--- src/hdl/ray_box_slab_intersection_macros.svh ---
// Assertion macros for the ray and box slab intersection block.
// Included by the top level; it uses the clk and rst_n of that module.
`ifndef RAY_BOX_SLAB_INTERSECTION_MACROS_SVH
`define RAY_BOX_SLAB_INTERSECTION_MACROS_SVH

// A condition that must hold at every clock edge out of reset.
`define RBSI_ASSERT(lbl, prop, msg) \
  lbl: assert property (@(posedge clk) disable iff (!rst_n) (prop)) else $error(msg);

// A condition that must hold in the cycle after a trigger.
`define RBSI_ASSERT_NEXT(lbl, ante, cons, msg) \
  lbl: assert property (@(posedge clk) disable iff (!rst_n) (ante) |=> (cons)) else $error(msg);

`endif

--- src/hdl/rbsi_pkg.sv ---
// Shared widths, constants and types of the ray and box slab intersection block.
// Used by the square root unit, the divider and the top level.
`default_nettype none

package rbsi_pkg;

  localparam int FRAC_BITS = 16;
  localparam int COORD_W   = 32;
  localparam int DIFF_W    = 33;
  localparam int SQ_W      = 64;
  localparam int LEN_W     = 32;
  localparam int SCALE_W   = 20;
  localparam int PP_W      = LEN_W + SCALE_W;
  localparam int QUO_W     = 41;
  localparam int T_W       = 42;
  localparam int DIST_W    = 31;
  localparam int SQRT_STG  = 32;
  localparam int DIV_STG   = 40;

  localparam logic [LEN_W-1:0]   LEN_EPS   = LEN_W'(((1 << FRAC_BITS) + 9999) / 10000);
  localparam logic [SCALE_W-1:0] PAR_SCALE = SCALE_W'(1000000);
  localparam logic [DIST_W-1:0]  MAXD_RST  = DIST_W'(5 << FRAC_BITS);

  typedef enum logic [1:0] {
    AXIS_X    = 2'd0,
    AXIS_Y    = 2'd1,
    AXIS_Z    = 2'd2,
    AXIS_NONE = 2'd3
  } axis_t;

  typedef struct packed {
    logic [2:0][LEN_W-1:0] dmag;
    logic [2:0][LEN_W-1:0] mlo;
    logic [2:0][LEN_W-1:0] mhi;
    logic [2:0]            dneg;
    logic [2:0]            nlo;
    logic [2:0]            nhi;
    logic [2:0]            outf;
    logic [2:0][PP_W-1:0]  ppr;
  } sba_t;

  typedef struct packed {
    logic [2:0] outf;
    logic [2:0] par;
    logic [2:0] nt1;
    logic [2:0] nt2;
    logic       len_short;
  } sbb_t;

endpackage

`default_nettype wire

--- src/hdl/rbsi_sqrt.sv ---
// Pipelined integer square root, one result bit per stage.
// Depends on rbsi_pkg for widths and the stage count.
`default_nettype none

module rbsi_sqrt import rbsi_pkg::*; (
  input  logic                clk,
  input  logic [SQRT_STG-1:0] en,
  input  logic [SQ_W-1:0]     rad,
  output logic [LEN_W-1:0]    root
);

  logic [SQ_W-1:0] x_r [SQRT_STG];
  logic [SQ_W-1:0] r_r [SQRT_STG];

  genvar j;
  generate
    for (j = 0; j < SQRT_STG; j++) begin : g_stg
      localparam logic [SQ_W-1:0] BIT = SQ_W'(1) << (2 * (SQRT_STG - 1 - j));
      logic [SQ_W-1:0] x_in, r_in, x_nxt, r_nxt, trial;

      if (j == 0) begin : g_first
        assign x_in = rad;
        assign r_in = '0;
      end else begin : g_next
        assign x_in = x_r[j-1];
        assign r_in = r_r[j-1];
      end

      always_comb begin
        trial = r_in + BIT;
        if (x_in >= trial) begin
          x_nxt = x_in - trial;
          r_nxt = (r_in >> 1) + BIT;
        end else begin
          x_nxt = x_in;
          r_nxt = r_in >> 1;
        end
      end

      always_ff @(posedge clk) begin
        if (en[j]) begin
          x_r[j] <= x_nxt;
          r_r[j] <= r_nxt;
        end
      end
    end
  endgenerate

  assign root = r_r[SQRT_STG-1][LEN_W-1:0];

endmodule

`default_nettype wire

--- config.mk ---
export PLATFORM = sky130hd
export DESIGN_NAME = rbsi_sqrt
export DESIGN_NICKNAME = d
export VERILOG_FILES = /design/src/hdl/ray_box_slab_intersection_macros.svh /design/src/hdl/rbsi_pkg.sv /design/src/hdl/rbsi_sqrt.sv
export SDC_FILE = /design/constraint.sdc
export NUM_CORES = 2
export LEC_CHECK = 0
export BUFFER_PORTS_ARGS = -buffer_cell sky130_fd_sc_hd__buf_2
export CORE_MARGIN = 2
export CORE_UTILIZATION = 40
export CTS_CLUSTER_DIAMETER = 40
export DETAILED_ROUTE_END_ITERATION = 12
export MAX_ROUTING_LAYER = met4
export PLACE_DENSITY = 0.65
export SKIP_LAST_GASP = 1
export SLEW_MARGIN = 10
export SYNTH_ARGS = -nofsm -noshare
export SYNTH_HDL_FRONTEND = slang
export SYNTH_SLANG_ARGS = --single-unit
--- constraint.sdc ---
create_clock -name clk -period 4 [get_ports clk]
set_input_delay 0.6 -clock clk [delete_from_list [all_inputs] [get_ports clk]]
set_output_delay 0.6 -clock clk [all_outputs]
set_load 0.03 [all_outputs]
==> key figures <==
Layout
  – Most common cell after layout, fill and taps aside: edfxtp_1
  – Most frequent cells in the layout: edfxtp_1 (2,512), inv_1 (721), nor2_1 (659)
  – Nets: 10,960
  – Layout cells sized above 1: a little over 10%
  – Final Core Density: between 40% and 50%
  – Area growth, synth to finish: 16.10%

Yosys
  – Synthesized flop and latch total: ~2,500
  – Ys async rst share: 0%
  – Post-Syn Area: between 100,000 and 150,000 sq um
  – Post-synth EDFFs: 2,512
  – Mean Syn Cell Area: roughly 12 sq um
  – Yosys cell types: 96
  – Mapped Cells: ~9,800
  – Syn nets: around 10,000
  – Seq/Total Area, Yosys: a little over 60%
  – Synth warnings: 0
  – Top FF cell, synth: edfxtp_1

STA
  – Clock skew: 109.1 ps
  – Setup Viol. Count Final: 0
  – Crit path time final: about 3800 ps
  – Final Cycle Share: between 90% and 100%
  – Actual slew at the worst max-slew pin: 1184 ps
  – Fin. Hold Viols: 0
  – Slew margin rel.: a little over a fifth
  – Max Slew Vio Count: 0
  – Fmax: around 260 MHz

Detailed routing
  – Max Used Layer: met4
  – WL met3: about 14 mm
  – Avg WL per Cell: 19.71 microns
  – Wl on met1: 119.2 mm
  – Vias/cell: between 5 and 6
  – Detailed Route Iter0 Violations: roughly 7,000
  – Total length of routed wires: about 290 mm
  – Via count: about 80,000
  – DRT antenna net count: 0
  – DR DRC count: 0
  – Drt first pass iters: 6
  – Metal2 WL: approximately 140 mm

Setup path
  – Buf/Inv on CP: 2
  – CP Data Arrival Time: 4460 ps
  – Crit. End Element: register
  – CP max FO: 48
  – CP Class: register to register
  – CP startpoint kind: register
  – Critical path's largest stage delay: between 500 and 600 ps
  – Slowest cell on the critical path: or4_4
  – Crit path top cell by count: or4_4
  – CP cell instances: or4_4 -> or4_4 -> or4_4 -> or3_4 -> a2111oi_4 -> and2_4 -> inv_2 -> buf_4 -> mux2_4
  – Required time of the critical path: 4650 ps
  – CP delay by family, top: simple AND/OR/NAND/NOR gates

Floorplan
  – Die area: ~310,000 sq um
  – Initial core utilization: between 40% and 50%
  – Core box area: roughly 300,000 sq um
  – Die Y: approximately 550 microns
  – Die width: about 550 microns
  – Cell Rows: a little over 200
  – IO Count: around 130

Clocking
  – Cts bufs inserted: approximately 360
  – Worst-path clk slew: approximately 50 ps
  – Clk_lat worst skew: around 920 ps
  – Clk root buf: clkbuf_16
  – Sink Count: about 2,500
  – TritonCTS clock tree: built
  – H-tree Lvls: 5
  – Max clock buf depth: 4
  – Post-CTS setup buffers: 0

Global route
  – Largest net degree at the start of global routing: about 90
  – GRT Total Usage: 18.79%
  – Number of global-route vias before repair: 78,280
  – Total grt overflow: 0
  – First-pass GRT wire length: ~450 mm
  – Initial antenna violation count: 15

Power
  – Static Leakage: around 53 nW
  – Worst vdd ir: roughly 470 uV
  – PD cells: roughly 600 nW/um^2
  – Pwr Total: 0.08446 W

Placed design
  – DP HPWL: around 220 mm
  – Buffers on Ports: ~130
  – Final Wtd Congestion: 0.9601

Status
  – Status: completed

Hold path
  – Hold WC Path Type: primary input to register

Job
  – Number of max-cap violations: 0
-- synth_stat cells, types with 52 or more instances --
| library cell | number | area share [%] |
|---|---|---|
| a21oi_1 | 630 | 2.6 |
| or4_1 | 59 | 0.36 |
| nor2_1 | 660 | 2.0 |
| o21bai_1 | 53 | 0.33 |
| nand4_1 | 174 | 0.90 |
| a211oi_1 | 52 | 0.32 |
| nand2b_1 | 105 | 0.54 |
| xnor2_1 | 506 | 3.7 |
| nor4_1 | 336 | 1.7 |
| ha_1 | 558 | 5.8 |
| nor3_1 | 260 | 1.1 |
| nand3_1 | 184 | 0.76 |
| nand2_1 | 615 | 1.9 |
| clkbuf_1 | 166 | 0.51 |
| edfxtp_1 | 2512 | 62 |
| inv_1 | 721 | 2.2 |
| or3_1 | 96 | 0.49 |
| o21a_1 | 85 | 0.53 |
| o21ai_0 | 440 | 1.8 |
| nor2b_1 | 65 | 0.33 |
| and3_1 | 54 | 0.28 |
| a21o_1 | 246 | 1.5 |
| xor2_1 | 379 | 2.7 |
| nor4b_1 | 63 | 0.45 |
-- per-layer routing --
layer	vias up	track usage [%]
li1	37850	-
met1	38580	22.82
met5	-	-
met4	0	6.507
met3	629	2.434
met2	2179	32.18
-- kinds of logic after synthesis --
kind of cell	Yosys count	synth area share, %
flip-flops	2512	62.14
buffers and inverters	924	2.939
AND/OR/NAND/NOR	2932	12.53
adder cells (fa/ha/maj)	558	5.751
XOR/XNOR	885	6.385
AO/OA/AOI/OAI	1879	9.637
multiplexers	67	0.6205
-- area by class of cell --
| cell class | count | area, sq um |
|---|---|---|
| well taps | 3978 | 4977 |
| diodes | 9 | 22.52 |
| repair buffers | 390 | 2879 |
| clock buffers | 389 | 9160 |
| multi-input cells | 6321 | 42510 |
| inverters | 725 | 2726 |
| fillers | 26540 | 161300 |
| clock inverters | 279 | 3222 |
| flip-flops and latches | 2512 | 75430 |
-- per-stage QoR --
step | setup TNS [ps] | instance area (sq um) | hold slack (ps) | cells | setup slack [ps]
2_1_floorplan | 0 | 121400 | 416.6 | 9757 | 574.8
5_1_grt | -17.78 | 140900 | 164.6 | 14600 | -17.78
3_3_place_gp | -2353 | 127800 | 423.9 | 13860 | -257.9
6_report | 0 | 140900 | 194.0 | 14600 | 184.5
3_5_place_dp | -1983 | 127800 | 426.9 | 13860 | -229.5
4_1_cts | 0 | 140900 | 123.8 | 14590 | 31.48
-- sequential cells by signal, summed over array words and instances (netlist names) --
| name | flops |
|---|---|
| x_r | 1984 |
| r_r | 528 |
-- timing repair --
item	in CTS	in global routing
gates cloned	0	0
endpoints found under the hold margin	64	0
resized for setup	1	14
pin swaps	0	1
endpoints found under the setup margin	18	49
hold buffers	64	0
-- path summary, 6_finish.rpt --
kind | from | to | slack (ps) | cells after the start
setup / recovery | x_r[1][758]$_DFFE_PP_ | x_r[1][778]$_DFFE_PP_ | 180 | 9
hold / removal | en[29] | r_r[1][862]$_DFFE_PP_ | 190 | 1
setup reg to reg | x_r[1][758]$_DFFE_PP_ | x_r[1][778]$_DFFE_PP_ | 180 | 9
hold reg to reg | x_r[1][516]$_DFFE_PP_ | x_r[1][580]$_DFFE_PP_ | 390 | 0
-- where the power goes --
group	total (W)	switching [W]	internal (W)
combinational	0.0164	0.00962	0.00680
sequential	0.0362	0.00276	0.0335
clock	0.0318	0.0124	0.0194
(Power assumes the default switching activity.)
